### config.mk
export PLATFORM = sky130hd
export DESIGN_NAME = media_type_validator
export DESIGN_NICKNAME = d
export VERILOG_FILES = /design/src/design/mtv_pkg.sv /design/src/design/mtv_classify.sv /design/src/design/mtv_parser.sv /design/src/design/media_type_validator.sv
export SDC_FILE = /design/constraint.sdc
export NUM_CORES = 1
export LEC_CHECK = 0
export ABC_AREA = 1
export BUFFER_PORTS_ARGS = -buffer_cell sky130_fd_sc_hd__buf_4
export CAP_MARGIN = 20
export CORE_ASPECT_RATIO = 2
export CORE_MARGIN = 8
export CORE_UTILIZATION = 54
export CTS_CLUSTER_DIAMETER = 200
export DETAILED_ROUTE_END_ITERATION = 10
export GPL_TIMING_DRIVEN = 0
export PLACE_DENSITY = 0.76
export SYNTH_ARGS = -nofsm -noshare
export SYNTH_HDL_FRONTEND = slang
export SYNTH_SLANG_ARGS = --single-unit
### constraint.sdc
create_clock -name clk_i -period 2 [get_ports clk_i]
set_clock_uncertainty 0.15 [all_clocks]
set_input_delay 0.2 -clock clk_i [delete_from_list [all_inputs] [get_ports clk_i]]
set_output_delay 0.2 -clock clk_i [all_outputs]
set_load 0.01 [all_outputs]
### src/design/mtv_pkg.sv
// shared types and constants of the media type validator
package mtv_pkg;

  localparam int unsigned ByteW = 8;

  // bytes below this limit are control bytes, not allowed in a quoted string
  localparam logic [ByteW-1:0] CtrlLimit = 8'h20;

  localparam logic [ByteW-1:0] ChSlash  = 8'h2f;
  localparam logic [ByteW-1:0] ChSemi   = 8'h3b;
  localparam logic [ByteW-1:0] ChEqual  = 8'h3d;
  localparam logic [ByteW-1:0] ChDquote = 8'h22;
  localparam logic [ByteW-1:0] ChBslash = 8'h5c;
  localparam logic [ByteW-1:0] ChSpace  = 8'h20;
  localparam logic [ByteW-1:0] ChTab    = 8'h09;
  localparam logic [ByteW-1:0] ChNul    = 8'h00;

  // grammar position, one-hot
  typedef enum logic [10:0] {
    PhTypeFirst = 11'b000_0000_0001,
    PhType      = 11'b000_0000_0010,
    PhSubFirst  = 11'b000_0000_0100,
    PhSub       = 11'b000_0000_1000,
    PhParamLead = 11'b000_0001_0000,
    PhKey       = 11'b000_0010_0000,
    PhValFirst  = 11'b000_0100_0000,
    PhQuoted    = 11'b000_1000_0000,
    PhTokVal    = 11'b001_0000_0000,
    PhAfterVal  = 11'b010_0000_0000,
    PhFail      = 11'b100_0000_0000
  } phase_e;

  // character classes of one byte
  typedef struct packed {
    logic tchar;
    logic blank;
    logic slash;
    logic semi;
    logic equal;
    logic dquote;
    logic qbad;
    logic nul;
  } char_class_t;

endpackage

### src/design/mtv_classify.sv
// byte classifier: token, blank and delimiter classes of one byte
module mtv_classify (
  input  logic [mtv_pkg::ByteW-1:0] byte_i,
  output mtv_pkg::char_class_t      class_o
);
  import mtv_pkg::*;

  logic is_alpha;
  logic is_digit;
  logic is_sym;

  assign is_alpha = (byte_i >= 8'h41 && byte_i <= 8'h5a) ||
                    (byte_i >= 8'h61 && byte_i <= 8'h7a);
  assign is_digit = byte_i >= 8'h30 && byte_i <= 8'h39;

  // the tchar symbols ! # $ % & ' * + - . ^ _ ` | ~
  always_comb begin
    unique case (byte_i)
      8'h21, 8'h23, 8'h24, 8'h25, 8'h26, 8'h27, 8'h2a, 8'h2b,
      8'h2d, 8'h2e, 8'h5e, 8'h5f, 8'h60, 8'h7c, 8'h7e: is_sym = 1'b1;
      default: is_sym = 1'b0;
    endcase
  end

  assign class_o.tchar  = is_alpha || is_digit || is_sym;
  assign class_o.blank  = byte_i == ChSpace || byte_i == ChTab;
  assign class_o.slash  = byte_i == ChSlash;
  assign class_o.semi   = byte_i == ChSemi;
  assign class_o.equal  = byte_i == ChEqual;
  assign class_o.dquote = byte_i == ChDquote;
  assign class_o.qbad   = byte_i < CtrlLimit || byte_i == ChBslash;
  assign class_o.nul    = byte_i == ChNul;

endmodule

### src/design/mtv_parser.sv
// grammar state machine: phase and terminator registers, verdict logic
module mtv_parser (
  input  logic                 clk_i,
  input  logic                 rst_ni,
  input  logic                 step_i,
  input  logic                 has_byte_i,
  input  logic                 last_i,
  input  mtv_pkg::char_class_t class_i,
  output logic                 verdict_o
);
  import mtv_pkg::*;

  phase_e phase_q, phase_d, phase_adv;
  logic   term_q, term_d;

  always_comb begin
    phase_adv = PhFail;
    unique case (phase_q)
      PhTypeFirst: phase_adv = class_i.tchar ? PhType : PhFail;
      PhType: begin
        if (class_i.tchar)      phase_adv = PhType;
        else if (class_i.slash) phase_adv = PhSubFirst;
      end
      PhSubFirst: phase_adv = class_i.tchar ? PhSub : PhFail;
      PhSub: begin
        if (class_i.tchar)     phase_adv = PhSub;
        else if (class_i.semi) phase_adv = PhParamLead;
      end
      PhParamLead: begin
        if (class_i.blank)      phase_adv = PhParamLead;
        else if (class_i.tchar) phase_adv = PhKey;
      end
      PhKey: begin
        if (class_i.tchar)      phase_adv = PhKey;
        else if (class_i.equal) phase_adv = PhValFirst;
      end
      PhValFirst: begin
        if (class_i.dquote)     phase_adv = PhQuoted;
        else if (class_i.tchar) phase_adv = PhTokVal;
      end
      PhQuoted: begin
        if (class_i.dquote)     phase_adv = PhAfterVal;
        else if (!class_i.qbad) phase_adv = PhQuoted;
      end
      PhTokVal: begin
        if (class_i.tchar)      phase_adv = PhTokVal;
        else if (class_i.blank) phase_adv = PhAfterVal;
        else if (class_i.semi)  phase_adv = PhParamLead;
      end
      PhAfterVal: begin
        if (class_i.blank)     phase_adv = PhAfterVal;
        else if (class_i.semi) phase_adv = PhParamLead;
      end
      default: phase_adv = PhFail;
    endcase
  end

  // a missing or zero byte ends the string; later bytes are ignored
  always_comb begin
    phase_d = phase_q;
    term_d  = term_q;
    if (!term_q) begin
      if (!has_byte_i || class_i.nul) term_d  = 1'b1;
      else                            phase_d = phase_adv;
    end
  end

  assign verdict_o = phase_d == PhSub || phase_d == PhTokVal || phase_d == PhAfterVal;

  always_ff @(posedge clk_i or negedge rst_ni) begin
    if (!rst_ni) begin
      phase_q <= PhTypeFirst;
      term_q  <= 1'b0;
    end else if (step_i) begin
      if (last_i) begin
        phase_q <= PhTypeFirst;
        term_q  <= 1'b0;
      end else begin
        phase_q <= phase_d;
        term_q  <= term_d;
      end
    end
  end

endmodule

### src/design/media_type_validator.sv
// top level of the media type validator: input register, parser, result register
//
// Checks a media-type string (type/subtype with optional ;key=value parameters)
// delivered one byte per input transaction. A transaction carries char_byte_i,
// has_byte_i and last_i; a zero byte or has_byte_i low ends the string and the
// rest up to last_i is ignored. Only the transaction with last_i high yields a
// result transaction, carrying valid_res_o (1 for a well-formed media type).
// Both channels use valid and stall: a transaction moves when valid is high and
// stall is low.
// A final byte is accepted into the input register and is then parsed into the
// result register, once the result register is free. Throughput: one byte per
// cycle while in_stall_o is low; the input register and the grammar state
// machine step together.
// When the receiver stalls, the result is held and bytes that produce no result
// keep flowing; only a second final byte waits, and in_stall_o then goes high.
// Reset clears both valid flags and returns the parser to the first type byte.
module media_type_validator (
  input  logic                      clk_i,
  input  logic                      rst_ni,
  input  logic                      in_valid_i,
  output logic                      in_stall_o,
  input  logic [mtv_pkg::ByteW-1:0] char_byte_i,
  input  logic                      has_byte_i,
  input  logic                      last_i,
  output logic                      out_valid_o,
  input  logic                      out_stall_i,
  output logic                      valid_res_o
);
  import mtv_pkg::*;

  logic             s1_valid_q;
  logic [ByteW-1:0] s1_byte_q;
  logic             s1_has_q;
  logic             s1_last_q;
  logic             out_free;
  logic             s1_fire;
  logic             in_fire;
  logic             res_q;
  logic             verdict;
  char_class_t      char_class;

  assign out_free   = !out_valid_o || !out_stall_i;
  assign s1_fire    = s1_valid_q && (!s1_last_q || out_free);
  assign in_stall_o = s1_valid_q && !s1_fire;
  assign in_fire    = in_valid_i && !in_stall_o;

  always_ff @(posedge clk_i or negedge rst_ni) begin
    if (!rst_ni) begin
      s1_valid_q <= 1'b0;
    end else if (!in_stall_o) begin
      s1_valid_q <= in_valid_i;
    end
  end

  always_ff @(posedge clk_i) begin
    if (in_fire) begin
      s1_byte_q <= char_byte_i;
      s1_has_q  <= has_byte_i;
      s1_last_q <= last_i;
    end
  end

  mtv_classify u_classify (
    .byte_i  (s1_byte_q),
    .class_o (char_class)
  );

  mtv_parser u_parser (
    .clk_i      (clk_i),
    .rst_ni     (rst_ni),
    .step_i     (s1_fire),
    .has_byte_i (s1_has_q),
    .last_i     (s1_last_q),
    .class_i    (char_class),
    .verdict_o  (verdict)
  );

  always_ff @(posedge clk_i or negedge rst_ni) begin
    if (!rst_ni) begin
      out_valid_o <= 1'b0;
    end else if (out_free) begin
      out_valid_o <= s1_fire && s1_last_q;
    end
  end

  always_ff @(posedge clk_i) begin
    if (s1_fire && s1_last_q) begin
      res_q <= verdict;
    end
  end

  assign valid_res_o = res_q;

  // stall only backs up behind a held result
  assert property (@(posedge clk_i) disable iff (!rst_ni)
    in_stall_o |-> s1_valid_q && s1_last_q && out_valid_o && out_stall_i)
    else $error("input stalled without a blocked final transaction");

  // a new result only follows a final transaction leaving the input register
  assert property (@(posedge clk_i) disable iff (!rst_ni)
    $rose(out_valid_o) |-> $past(s1_fire && s1_last_q))
    else $error("result appeared without a final transaction");

  // a held result is not overwritten while the receiver stalls
  assert property (@(posedge clk_i) disable iff (!rst_ni)
    out_valid_o && out_stall_i |=> out_valid_o && $stable(res_q))
    else $error("stalled result lost or changed");

endmodule

After elaboration in Yosys (flattened, before gate mapping):

Cells that the tools add are included.

* register bits: 25
* input bits: 14
* output and inout bits: 3
* logic and storage cells: 99

* magnitude comparators: 7
* equality and inequality tests: 35
* muxes and demuxes: 24
* reductions and logical operators: 25

Operator list (count)
* $mux W11: 19
* $eq A8 B6 Y1 const B: 15
* $pmux W11 S10: 1
* $eq A8 B7 Y1 const B: 6
* $eq A11 B10 Y1 const B: 2
* $eq A11 B4 Y1 const B: 2
* $eq A11 B9 Y1 const B: 2
* $ge A8 B7 Y1 const B: 2
* $le A8 B7 Y1 const B: 2
* $reduce_or A15 Y1: 1
* $eq A11 B1 Y1 const B: 1
* $eq A11 B2 Y1 const B: 1
* $eq A11 B3 Y1 const B: 1
* $eq A11 B5 Y1 const B: 1
* $eq A11 B6 Y1 const B: 1
* $eq A11 B7 Y1 const B: 1
* $eq A11 B8 Y1 const B: 1
* $logic_or A1 B1 Y1: 10
* $eq A8 B4 Y1 const B: 1
* $ge A8 B6 Y1 const B: 1
* $le A8 B6 Y1 const B: 1
* $logic_not A8 Y1: 1
* $lt A8 B6 Y1 const B: 1
* $logic_and A1 B1 Y1: 7
* 2 further kinds: 10

Logic depth before layout (Yosys ltp):

Gate-level depths: netlist of run 1.

* depth after elaboration: 13
* mapped depth: 17
* depth with buffers taken out: 16

Modules after synthesis:

Synthesis of run 1 repeated with hierarchy kept, for this count alone.

* cell total of the unflattened synthesis: 288
* area total of the unflattened synthesis: 1904.3 sq um

By module, submodules not included
* mtv_parser: instances 1, cells each 193, area each 1149.9 sq um, sequential area each 301.5 sq um
* media_type_validator: instances 1, cells each 24, area each 440.4 sq um, sequential area each 380.4 sq um
* mtv_classify: instances 1, cells each 71, area each 314.1 sq um, sequential area each 0.0 sq um

Worst setup path after synthesis of run 1:

Ideal clock, no wire load.

* path kind: reg-to-reg
* start point: reg s1_byte_q[1]
* end point: reg res_q, in the netlist valid_res_o (data pin)
* setup time: 251 ps
* data arrival time: 1535 ps
* data required time: 1599 ps
* setup slack: 65 ps
* stages on the path, launching flop included: 15
* buffers on the path: 2
* period minus slack after synthesis: 1935 ps
* cell sequence: edfxtp_1 -> buf_6 -> nor2_4 -> nand2_4 -> o21ai_4 -> nor2_4 -> buf_6 -> nor2_1 -> nor2_4 -> nand3_2 -> nor2_2 -> nand2_1 -> nor2_1 -> nand2_1 -> nor2_2

* word-level cells in the longest chain between the ends: 13
* elaborated cells on any way between the ends: 65
* classes of those cells: order compare: 7; eq/ne: 25; mux: 20; reduce/logical: 13

RTL lines
* start: declaration: line media_type_validator.sv:32 `logic [ByteW-1:0] s1_byte_q;`
* start signal: assignment: line media_type_validator.sv:57 `s1_byte_q <= char_byte_i;`
* $ge A8 B7 Y1 (tied with other cells): line mtv_classify.sv:12 `assign is_alpha = (byte_i >= 8'h41 && byte_i <= 8'h5a) ||`
* $logic_and A1 B1 Y1 (on tied branches): line mtv_classify.sv:12, mtv_classify.sv:13
* $logic_or A1 B1 Y1: line mtv_classify.sv:12
* $logic_or A1 B1 Y1 (2 in a row): line mtv_classify.sv:25 `assign class_o.tchar = is_alpha || is_digit || is_sym;`
* $mux W11 (on tied branches): line mtv_parser.sv:31, mtv_parser.sv:39
* $mux W11 (on tied branches): line mtv_parser.sv:30, mtv_parser.sv:38
* $pmux W11 S10: line mtv_parser.sv:18 `unique case (phase_q)`
* $mux W11 (*): line mtv_parser.sv:63 `if (!has_byte_i || class_i.nul) term_d = 1'b1;`
* $mux W11 (*): line mtv_parser.sv:62 `if (!term_q) begin`
* $eq A11 B4 Y1 or $eq A11 B9 Y1 (tied branches): line mtv_parser.sv:68 `assign verdict_o = phase_d == PhSub || phase_d == PhTokVal || phase_d == PhAfterVal;`
* $logic_or A1 B1 Y1: line mtv_parser.sv:68
* $logic_or A1 B1 Y1 (*): line mtv_parser.sv:68
* named net u_parser.verdict_o: line mtv_parser.sv:9 `output logic verdict_o`
* end signal: assignment: line media_type_validator.sv:88 `res_q <= verdict;`
* end: declaration: line media_type_validator.sv:38 `logic res_q;`

Mark *: on every way through the listed nets, which the timed path passes. The rest lies on a longest branch.
A chain may end at the register's enable or synchronous reset.

Worst setup path after layout of run 1:

* start point: reg s1_byte_q[3]
* end point: reg res_q, in the netlist valid_res_o (data pin)

Same word-level chain as after synthesis.

==> results of run 1 <==
-- worst register-to-register path: stages, from the launching register on --
cell      delay [ns]
edfxtp_1        0.53
nor2_4          0.21
nand2_4         0.08
o21ai_4         0.18
nor2_4          0.08
buf_8           0.15
nand2_4         0.07
nor2_2          0.04
nor2_4          0.10
nand3_2         0.07
nor2_2          0.08
nand2_1         0.07
nor2_1          0.10
nand2_1         0.06
nor2_2          0.09
-- synthesized netlist by cell type --
library cell,n
clkinv_1,2
inv_1,30
nor2_4,8
o21ai_1,2
o21ai_4,1
o21ai_2,1
a31oi_1,1
dfstp_2,1
o21bai_1,1
dfrtp_1,13
nor3_1,2
nand2_2,3
nor2_1,47
nand4_1,6
a211oi_1,1
nor2_2,5
o22ai_1,5
a22oi_1,1
a21boi_1,1
buf_6,2
nand3_2,1
o21ai_0,17
clkbuf_1,1
nand2_1,92
edfxtp_1,11
a21oi_1,1
nand3_1,22
inv_2,7
nand2_4,2
-- state kept, by name, indices dropped and copies added (netlist names) --
register / cells
u_parser.phase_q: 11
s1_has_q: 1
valid_res_o: 1
s1_last_q: 1
s1_valid_q: 1
out_valid_o: 1
s1_byte_q: 8
u_parser.term_q: 1
-- where the power goes --
part	switching [mW]	total [mW]	internal [mW]
clock	0.165	0.311	0.146
combinational	0.242	0.398	0.156
sequential	0.0357	0.604	0.568
total	0.443	1.31	0.870
-- cell families (layout without fill, tap and decap cells) --
kind of cell / count (synthesis) / in the layout
AOI/OAI and AO/OA: 32 / 32
buffers and inverters: 42 / 84
DFF: 25 / 25
and+or+nand+nor: 188 / 188
-- layer usage --
metal  up-vias  global-route usage, %
met1       983                  14.89
met4         0                  13.50
met5         -                      0
met2        60                  39.45
li1        995                      -
met3        28                  3.077
-- layout make-up --
type	instances	area (µm²)
repair buffers	38	325.3
clock buffers	3	41.29
multi-input cells	220	1216
flip-flops and latches	25	683.2
clock inverters	1	8.758
plain buffers	3	30.03
fillers	275	887.1
well taps	32	40.04
inverters	39	146.4
-- stage by stage --
stage | std cells | worst slack (ns) | utilization (%)
final | 361 | -0.1928 | 73.74
after global routing | 361 | -0.3894 | 73.74
after detailed placement | 335 | -0.3360 | 60.96
after global placement | 335 | -0.3236 | 60.96
after floorplan | 287 | 0.06455 | -
after CTS | 356 | -0.1710 | 68.30
-- path summary, 6_finish.rpt --
kind                            slack [ns]                            start                              end  depth (start not counted)
worst min-delay path                  0.14                           rst_ni           s1_valid_q$_DFFE_PN0N_                          2
max in group asynchronous             1.30                           rst_ni  u_parser.phase_q[0]$_DFFE_PN1P_                          2
worst max register to register       -0.19           s1_byte_q[3]$_DFFE_PP_            valid_res_o$_DFFE_PP_                         14
worst max-delay path                 -0.19           s1_byte_q[3]$_DFFE_PP_            valid_res_o$_DFFE_PP_                         14
worst min register to register        0.40  u_parser.phase_q[0]$_DFFE_PN1P_  u_parser.phase_q[0]$_DFFE_PN1P_                          2
min in group clk_i                    0.40  u_parser.phase_q[0]$_DFFE_PN1P_  u_parser.phase_q[0]$_DFFE_PN1P_                          2
-- what timing repair did --
item                                    4_1_cts  5_1_grt
hold buffers                                 13        0
buffers inserted                              4        5
pin swaps                                     2       18
endpoints found under the hold margin        26        0
resized for setup                            10       53
endpoints found under the setup margin        5       18
==> results.ini, run 1 <==
[run_status]
status = finished with violations
violations = negative setup slack

[logic_synthesis]
synthCells = 287
synth_fa_ha_area_share_pct = 0
ys_ff_latch = 25
yosysTopAreaCell = nand2_1
yosys-top-cells-area = nand2_1, edfxtp_1, dfrtp_1, nor2_1, inv_1
synth_cell_type_count = 29
synth_area_um2 = 1899
synth_area_per_cell_um2 = 6.618
synth_warnings = 0
synth_compound_area_share_pct = 10.14
yosysSeqAreaShare_pct = 35.90
synth_top_area_share_pct = 18.18
synthMuxAreaShare_pct = 0
synth_top_family_by_area = simple AND/OR/NAND/NOR gates
synth-simple-area-share_pct = 44.86
syn_nets = 301
yosys.area_share.xor_xnor_pct = 0

[routing]
drc = 0
drtIter0Drc = 76
ant_nets = 0
top_layer = met4
via_per_inst = 5.723
vias = 2066
first_pass_iters = 4
route.met2.wl_um = 3402
post_drt_wl_per_cell_um = 15.69
routed_wl_um = 5665
wl_met1_um = 1825
wl_met3_um = 139

[sta]
worst_pin_slew_ns = 0.5590
rsz0062_at_grt = true
setup_viol = 2
finalCritPeriodShare_pct = 109.6
fin_crit_ns = 2.193
slew_viol_final = 0
max_slew_margin_pct = 62.69
timing.hold.ws_ns = 0.1448
fin_ws_ns = -0.1928
fmax_mhz = 456.0
finalHoldViolCount = 0
setup_tns_ns = -0.2556

[clocking]
cts_buffer_depth = 2
cts_tree = yes
clkTransAtPathRegs_ns = 0.10
numCtsBuffers = 3
clk_latency_ns = 0.28
cts.htree.levels = 1
cts_sinks = 25
root_buffer = clkbuf_8

[global_routing]
grt_first_pass_wirelength_um = 8707
antenna_found_initial = 0
overflow = 0
grtUsageTotal_pct = 19.27
grt_pass1_vias = 2038
grt_max_degree = 17

[worst_setup_path]
cp_slowest_cell = edfxtp_1
cp_max_fo = 10
worst-path-buf-inv = 1
cp.required_ns = 1.99
arrival_ns = 2.19
crit_chain = nor2_4 -> nand2_4 -> o21ai_4 -> nor2_4 -> buf_8 -> nand2_4 -> nor2_2 -> nor2_4 -> nand3_2 -> nor2_2 -> nand2_1 -> nor2_1 -> nand2_1 -> nor2_2
cp-start-kind = flop
critPathCaptureType = flop
cp_top_family = simple AND/OR/NAND/NOR gates
critPathMaxStageDelay_ns = 0.53
path_class = reg2reg

[place]
gp_congestion = 0.9461
dp_hpwl_um = 4028
place.port_buffers = 16
dpl_cell_area_um2 = 2059

[floorplanning]
fp.dieH_um = 99.87
std_cell_rows = 30
initial_core_util_pct = 56.22
ios = 17
die_x_um = 57.94
core_um2 = 3378
dieArea_um2 = 5786

[final_layout]
final_cell_mix = nand2_1, nor2_1, inv_1
antenna_cells = 0
final_common_cell = nand2_1
nets = 344
area_delta_synth_final_pct = 31.16
postLayoutCellArea_um2 = 2491
final_layout_size_suffix_gt1_share_pct = 31.61

[hold_path]
hp-class = in2async

[job]
max_cap_violations = 0

[power]
power_density_nw_per_um2 = 526.9
fin_total_pwr_mw = 1.313
p_leak_nw = 1.152
vdd_drop_max_mv = 0.6843

Power figures use the tool's default switching activity.
==> run 2, diff against run 1 <==
--- a/config.mk
+++ b/config.mk
@@ -10,11 +10,11 @@
 export CAP_MARGIN = 20
 export CORE_ASPECT_RATIO = 2
 export CORE_MARGIN = 8
-export CORE_UTILIZATION = 54
+export CORE_UTILIZATION = 50
 export CTS_CLUSTER_DIAMETER = 200
 export DETAILED_ROUTE_END_ITERATION = 10
 export GPL_TIMING_DRIVEN = 0
-export PLACE_DENSITY = 0.76
+export PLACE_DENSITY = 0.72
 export SYNTH_ARGS = -nofsm -noshare
 export SYNTH_HDL_FRONTEND = slang
 export SYNTH_SLANG_ARGS = --single-unit
==> results.ini, run 2 (same netlist as run 1, synthesis figures left out) <==
[clocking]
cts_tree = yes  ; unchanged
numCtsBuffers = 3  ; unchanged
cts_buffer_depth = 2  ; unchanged
cts.htree.levels = 1  ; unchanged
root_buffer = clkbuf_8  ; unchanged
cts_sinks = 25  ; unchanged
clk_latency_ns = 0.28  ; about the same
clkTransAtPathRegs_ns = 0.09  ; was 0.10 ns

[hold_path]
hp-class = in2async  ; unchanged

[routing]
routed_wl_um = 5439  ; was 5665 µm
via_per_inst = 5.180  ; was 5.723
drtIter0Drc = 91  ; was 76
ant_nets = 0  ; unchanged
drc = 0  ; unchanged
post_drt_wl_per_cell_um = 14.16  ; was 15.69 µm
vias = 1989  ; was 2066
first_pass_iters = 4  ; unchanged

[sta]
fin_ws_ns = -0.1917  ; was -0.1928 ns
finalCritPeriodShare_pct = 109.6  ; about the same
fmax_mhz = 456.3  ; was 456.0 MHz
slew_viol_final = 0  ; unchanged
setup_viol = 2  ; unchanged
finalHoldViolCount = 0  ; unchanged
fin_crit_ns = 2.192  ; was 2.193 ns
worst_pin_slew_ns = 0.5214  ; was 0.5590 ns
max_slew_margin_pct = 65.20  ; was 62.69%
rsz0062_at_grt = true  ; unchanged
timing.hold.ws_ns = 0.1416  ; was 0.1448 ns

[worst_setup_path]
critPathCaptureType = flop  ; unchanged
cp_top_family = simple AND/OR/NAND/NOR gates  ; unchanged
worst-path-buf-inv = 2  ; was 1
cp_slowest_cell = edfxtp_1  ; unchanged
crit_chain = nand2_2 -> inv_2 -> nand2_2 -> nand3_2 -> nand2_2 -> nand4_1 -> nand4_1 -> nand2_2 -> inv_2 -> nand4_1 -> nand2_1 -> nor2_2  ; was nor2_4 -> nand2_4 -> o21ai_4 -> nor2_4 -> buf_8 -> nand2_4 -> nor2_2 -> nor2_4 -> nand3_2 -> nor2_2 -> nand2_1 -> nor2_1 -> nand2_1 -> nor2_2
arrival_ns = 2.09  ; was 2.19 ns
crit_top_cell = nand2_2
path_class = reg2reg  ; unchanged
cp-start-kind = flop  ; unchanged
cp_max_fo = 4  ; was 10
critPathMaxStageDelay_ns = 0.53  ; about the same
cp.required_ns = 1.90  ; was 1.99 ns

[floorplanning]
ios = 17  ; unchanged
fp.dieH_um = 103.2  ; was 99.87 µm
std_cell_rows = 31  ; was 30
core_um2 = 3646  ; was 3378 µm²
die_x_um = 59.58  ; was 57.94 µm
dieArea_um2 = 6146  ; was 5786 µm²
initial_core_util_pct = 52.09  ; was 56.22%

[final_layout]
largest_registers = u_parser.phase_q (11), s1_byte_q (8)  ; unchanged
postLayoutCellArea_um2 = 2581  ; was 2491 µm²
final_layout_size_suffix_gt1_share_pct = 35.52  ; was 31.61%
antenna_cells = 0  ; unchanged
largest_register = u_parser.phase_q  ; unchanged
area_delta_synth_final_pct = 35.90  ; was 31.16%
nets = 350  ; was 344
largest_reg_flops = 11  ; unchanged
final_common_cell = nand2_1  ; unchanged
layout.cells.non_filler = 384  ; was 361
final_cell_mix = nand2_1, nor2_1, buf_4  ; was nand2_1, nor2_1, inv_1

[job]
max_cap_violations = 0  ; unchanged

[power]
fin_total_pwr_mw = 1.298  ; was 1.313 mW
vdd_drop_max_mv = 0.7069  ; was 0.6843 mV
p_leak_nw = 1.187  ; was 1.152 nW
power_density_nw_per_um2 = 502.7  ; was 526.9 nW/µm²

[global_routing]
overflow = 0  ; unchanged
grt_max_degree = 17  ; unchanged
antenna_found_initial = 0  ; unchanged
grtUsageTotal_pct = 18.42  ; was 19.27%
grt_pass1_vias = 2042  ; was 2038
grt_first_pass_wirelength_um = 8645  ; was 8707 µm

[place]
place.port_buffers = 16  ; unchanged
dp_hpwl_um = 4006  ; was 4028 µm
dpl_cell_area_um2 = 2081  ; was 2059 µm²
gp_congestion = 0.9053  ; was 0.9461
placed_cells = 352  ; was 335

[run_status]
status = finished with violations  ; unchanged
violations = negative setup slack  ; unchanged

-- run 2: changes by cell type in the layout (fill, tap and decap cells not counted), moves of 3 or more --
| cell | change |
|---|---|
| nand2_2 | +7 |
| nand3_2 | +5 |
| nor2_2 | -3 |
| nand2_1 | -6 |
| nand3_1 | -3 |
| buf_4 | +5 |
-- run 2: path summary, 6_finish.rpt --
| path | from | endpoint | slack (ns) | cells after the start |
|---|---|---|---|---|
| setup / recovery | s1_byte_q[2]$_DFFE_PP_ | valid_res_o$_DFFE_PP_ | -0.19 | 12 |
| hold / removal | rst_ni | s1_valid_q$_DFFE_PN0N_ | 0.14 | 2 |
| setup reg to reg | s1_byte_q[2]$_DFFE_PP_ | valid_res_o$_DFFE_PP_ | -0.19 | 12 |
| hold reg to reg | out_valid_o$_DFFE_PN0P_ | out_valid_o$_DFFE_PN0P_ | 0.37 | 2 |
| max in group asynchronous | rst_ni | u_parser.phase_q[0]$_DFFE_PN1P_ | 1.32 | 2 |
| min in group clk_i | out_valid_o$_DFFE_PN0P_ | out_valid_o$_DFFE_PN0P_ | 0.37 | 2 |
-- run 2: cell type report --
cell class,instances,area [µm²]
Buffer,3,30.03
Sequential cell,25,681.9
Multi-Input combinational cell,220,1237
Inverter,39,146.4
Tap cell,49,61.31
Fill cell,320,1065
Clock buffer,3,41.29
Timing Repair Buffer,44,374.1
Clock inverter,1,8.758
-- run 2: report_power, final --
part | switching (mW) | internal [mW] | leakage (nW) | total [mW]
clock network | 0.169 | 0.146 | 0.0261 | 0.315
registers | 0.0323 | 0.568 | 0.293 | 0.600
logic | 0.233 | 0.149 | 0.868 | 0.382
total | 0.434 | 0.864 | 1.19 | 1.30
-- run 2: per-layer routing --
metal	up-vias	track usage [%]	part of all wire (%)
met5	-	0	0
met4	0	14.07	6.1
met3	27	2.750	2.0
met2	47	35.73	57
met1	903	15.56	35
li1	1012	-	-
-- run 2: stage by stage --
stage | setup WS (ns) | TNS (ns) | utilization (%)
detailed placement | -0.3834 | -0.6961 | 57.07
global placement | -0.3930 | -0.6859 | 57.07
CTS | -0.1476 | -0.1476 | 64.58
finish | -0.1917 | -0.2385 | 70.80
global route | -0.3324 | -0.7495 | 70.80
floorplan | 0.06455 | 0 | -
-- run 2: timing repair --
item	CTS	global route
setup buffers	6	9
hold buffers	13	0
hold endpoints to repair	26	0
cloned	0	0
setup endpoints to repair	5	18
resized for setup	17	56
pin swaps	7	28
==> run 3, diff against run 2 <==
--- a/config.mk
+++ b/config.mk
@@ -14,7 +14,7 @@
 export CTS_CLUSTER_DIAMETER = 200
 export DETAILED_ROUTE_END_ITERATION = 10
 export GPL_TIMING_DRIVEN = 0
-export PLACE_DENSITY = 0.72
+export PLACE_DENSITY = 0.69
 export SYNTH_ARGS = -nofsm -noshare
 export SYNTH_HDL_FRONTEND = slang
 export SYNTH_SLANG_ARGS = --single-unit
==> constraint.sdc (replaced) <==
create_clock -name clk_i -period 2.3 [get_ports clk_i]
set_clock_uncertainty 0.15 [all_clocks]
set_input_delay 0.23 -clock clk_i [delete_from_list [all_inputs] [get_ports clk_i]]
set_output_delay 0.23 -clock clk_i [all_outputs]
set_load 0.01 [all_outputs]
==> results.ini, run 3 (same netlist as run 1, synthesis figures left out) <==
[sta]
slew_viol_final = 0  ; unchanged
worst_pin_slew_ns = 0.8448  ; was 0.5214 ns
setup_viol = 0  ; was 2
fin_crit_ns = 2.193  ; was 2.192 ns
rsz0062_at_grt = true  ; unchanged
fmax_mhz = 456.0  ; was 456.3 MHz
finalHoldViolCount = 0  ; unchanged
max_slew_margin_pct = 43.47  ; was 65.20%
fin_ws_ns = 0.1071  ; was -0.1917 ns
finalCritPeriodShare_pct = 95.35  ; was 109.6%

[power]
internal_power_mw = 0.7360  ; was 0.8635 mW
p_leak_nw = 1.129  ; was 1.187 nW
vdd_drop_max_mv = 0.3568  ; was 0.7069 mV
pwr-share-clk_pct = 25.4  ; was 24.3%
power_density_nw_per_um2 = 457.0  ; was 502.7 nW/µm²
power_frac_seq_pct = 47.6  ; was 46.3%
p_sw_mw = 0.3602  ; was 0.4342 mW
power_frac_comb_pct = 27.0  ; was 29.5%
swShare_pct = 32.86  ; was 33.46%
fin_total_pwr_mw = 1.096  ; was 1.298 mW

[worst_setup_path]
arrival_ns = 2.09  ; about the same
cp.required_ns = 2.20  ; was 1.90 ns
path_class = reg2reg  ; unchanged
regToRegSetupSlack_ns = 0.11  ; was -0.19 ns
cp-start-kind = flop  ; unchanged
cp_max_fo = 5  ; was 4
critPathCaptureType = flop  ; unchanged
r2r_cells = 13  ; was 12

[hold_path]
hp-class = in2reg  ; was in2async
min_path_cells = 3

[run_status]
status = finished, final reports clean  ; was finished with violations

[final_layout]
largest_registers = u_parser.phase_q (11), s1_byte_q (8)  ; unchanged
nets = 341  ; was 350
antenna_cells = 0  ; unchanged
largest_register = u_parser.phase_q  ; unchanged
final_cell_mix = nand2_1, nor2_1, inv_1  ; was nand2_1, nor2_1, buf_4
largest_reg_flops = 11  ; unchanged
final_common_cell = nand2_1  ; unchanged
n_fill_cell = 343  ; was 320
layout.cells.non_filler = 375  ; was 384
final_layout_size_suffix_gt1_share_pct = 24.23  ; was 35.52%
area_delta_synth_final_pct = 26.28  ; was 35.90%

[clocking]
cts_sinks = 25  ; unchanged
clkTransAtPathRegs_ns = 0.10  ; was 0.09 ns
cts_buffer_depth = 2  ; unchanged
cts_tree = yes  ; unchanged
numCtsBuffers = 3  ; unchanged
cts.htree.levels = 1  ; unchanged
clk_latency_ns = 0.28  ; about the same
root_buffer = clkbuf_8  ; unchanged

[place]
placed_cells = 352  ; unchanged
dp_hpwl_um = 4007  ; was 4006 µm
gp_congestion = 0.9226  ; was 0.9053
place.port_buffers = 16  ; unchanged
place_ws_ns = -0.03134  ; was -0.3834 ns

[routing]
ant_nets = 0  ; unchanged
post_drt_wl_per_cell_um = 13.63  ; was 14.16 µm
routed_wl_um = 5111  ; was 5439 µm
vias = 1922  ; was 1989
drtIter0Drc = 90  ; was 91
first_pass_iters = 4  ; unchanged
drc = 0  ; unchanged
via_per_inst = 5.125  ; was 5.180

[global_routing]
grtUsageTotal_pct = 17.16  ; was 18.42%
antenna_found_initial = 0  ; unchanged
grt_first_pass_wirelength_um = 8079  ; was 8645 µm
grt_max_degree = 17  ; unchanged
grt_pass1_vias = 1855  ; was 2042
overflow = 0  ; unchanged

[job]
max_cap_violations = 0  ; unchanged

[floorplanning]
die_x_um = 59.58  ; unchanged
core_um2 = 3646  ; unchanged
std_cell_rows = 31  ; unchanged
dieArea_um2 = 6146  ; unchanged
fp.dieH_um = 103.2  ; unchanged
initial_core_util_pct = 52.09  ; unchanged
ios = 17  ; unchanged

-- run 3: changes by cell type in the layout (fill, tap and decap cells not counted), sizes merged --
cell	change
dlygate4sd3	-2
buf	-7
-- run 3: power by group through the flow --
stage	registers, mW	logic, mW	clock network (mW)
2_1_floorplan	0.525	0.182	0
5_1_grt	0.525	0.325	0.297
3_5_place_dp	0.531	0.256	0
6_report	0.522	0.295	0.279
4_1_cts	0.521	0.273	0.289
3_3_place_gp	0.530	0.254	0
-- run 3: repair_timing --
item                                   in CTS  in global routing
setup endpoints to repair                   1                  2
endpoints found under the hold margin      24                  0
resized for setup                           2                 28
setup buffers                               0                  8
hold buffers                               11                  0
pin swaps                                   0                  7
-- run 3: critical path, stage by stage (launching register included) --
cell and delay [ns]:
edfxtp_1 0.51, inv_1 0.13, nor2_4 0.12, nand2_1 0.10
nor2_4 0.17, inv_1 0.09, o21ai_0 0.20, o21ai_0 0.10
nand2_1 0.07, nand2_1 0.05, nand2_1 0.10, a21oi_1 0.05
nand2_1 0.08, nor2_2 0.04
-- run 3: through the flow --
| stage | utilization [%] | area, µm² | TNS [ns] | hold slack [ns] |
|---|---|---|---|---|
| finish | 65.79 | 2399 | 0 | 0.002366 |
| global route | 65.79 | 2399 | -0.02901 | 0.007960 |
| CTS | 61.67 | 2248 | 0 | 0.0002971 |
| detailed placement | 57.07 | 2081 | -0.03134 | -0.06075 |
| global placement | 57.07 | 2081 | -0.08808 | -0.06233 |
| floorplan | - | 1899 | 0 | -0.2156 |
-- run 3: area by class of cell --
class | count | area, µm² | share of cell area, %
Clock inverter | 1 | 8.758 | 0.3652
Clock buffer | 3 | 41.29 | 1.721
Tap cell | 49 | 61.31 | 2.556
Timing Repair Buffer | 35 | 290.3 | 12.10
Buffer | 3 | 30.03 | 1.252
Sequential cell | 25 | 683.2 | 28.48
Inverter | 39 | 146.4 | 6.103
Multi-Input combinational cell | 220 | 1137 | 47.42
-- run 3: metal layers --
layer	global-route usage (%)	vias to the layer above	routed length, µm
li1	-	993	-
met1	15.45	850	1778
met2	33.05	57	2973
met3	3.125	22	151
met4	10.37	0	207
met5	0	-	0
-- run 3: path summary, 6_finish.rpt --
kind	startpoint	end
worst max-delay path	s1_byte_q[3]$_DFFE_PP_	valid_res_o$_DFFE_PP_
worst min-delay path	in_valid_i	s1_valid_q$_DFFE_PN0N_
worst max register to register	s1_byte_q[3]$_DFFE_PP_	valid_res_o$_DFFE_PP_
worst min register to register	out_valid_o$_DFFE_PN0P_	out_valid_o$_DFFE_PN0P_
max in group asynchronous	rst_ni	u_parser.phase_q[0]$_DFFE_PN1P_
min in group asynchronous	rst_ni	u_parser.phase_q[10]$_DFFE_PN0P_
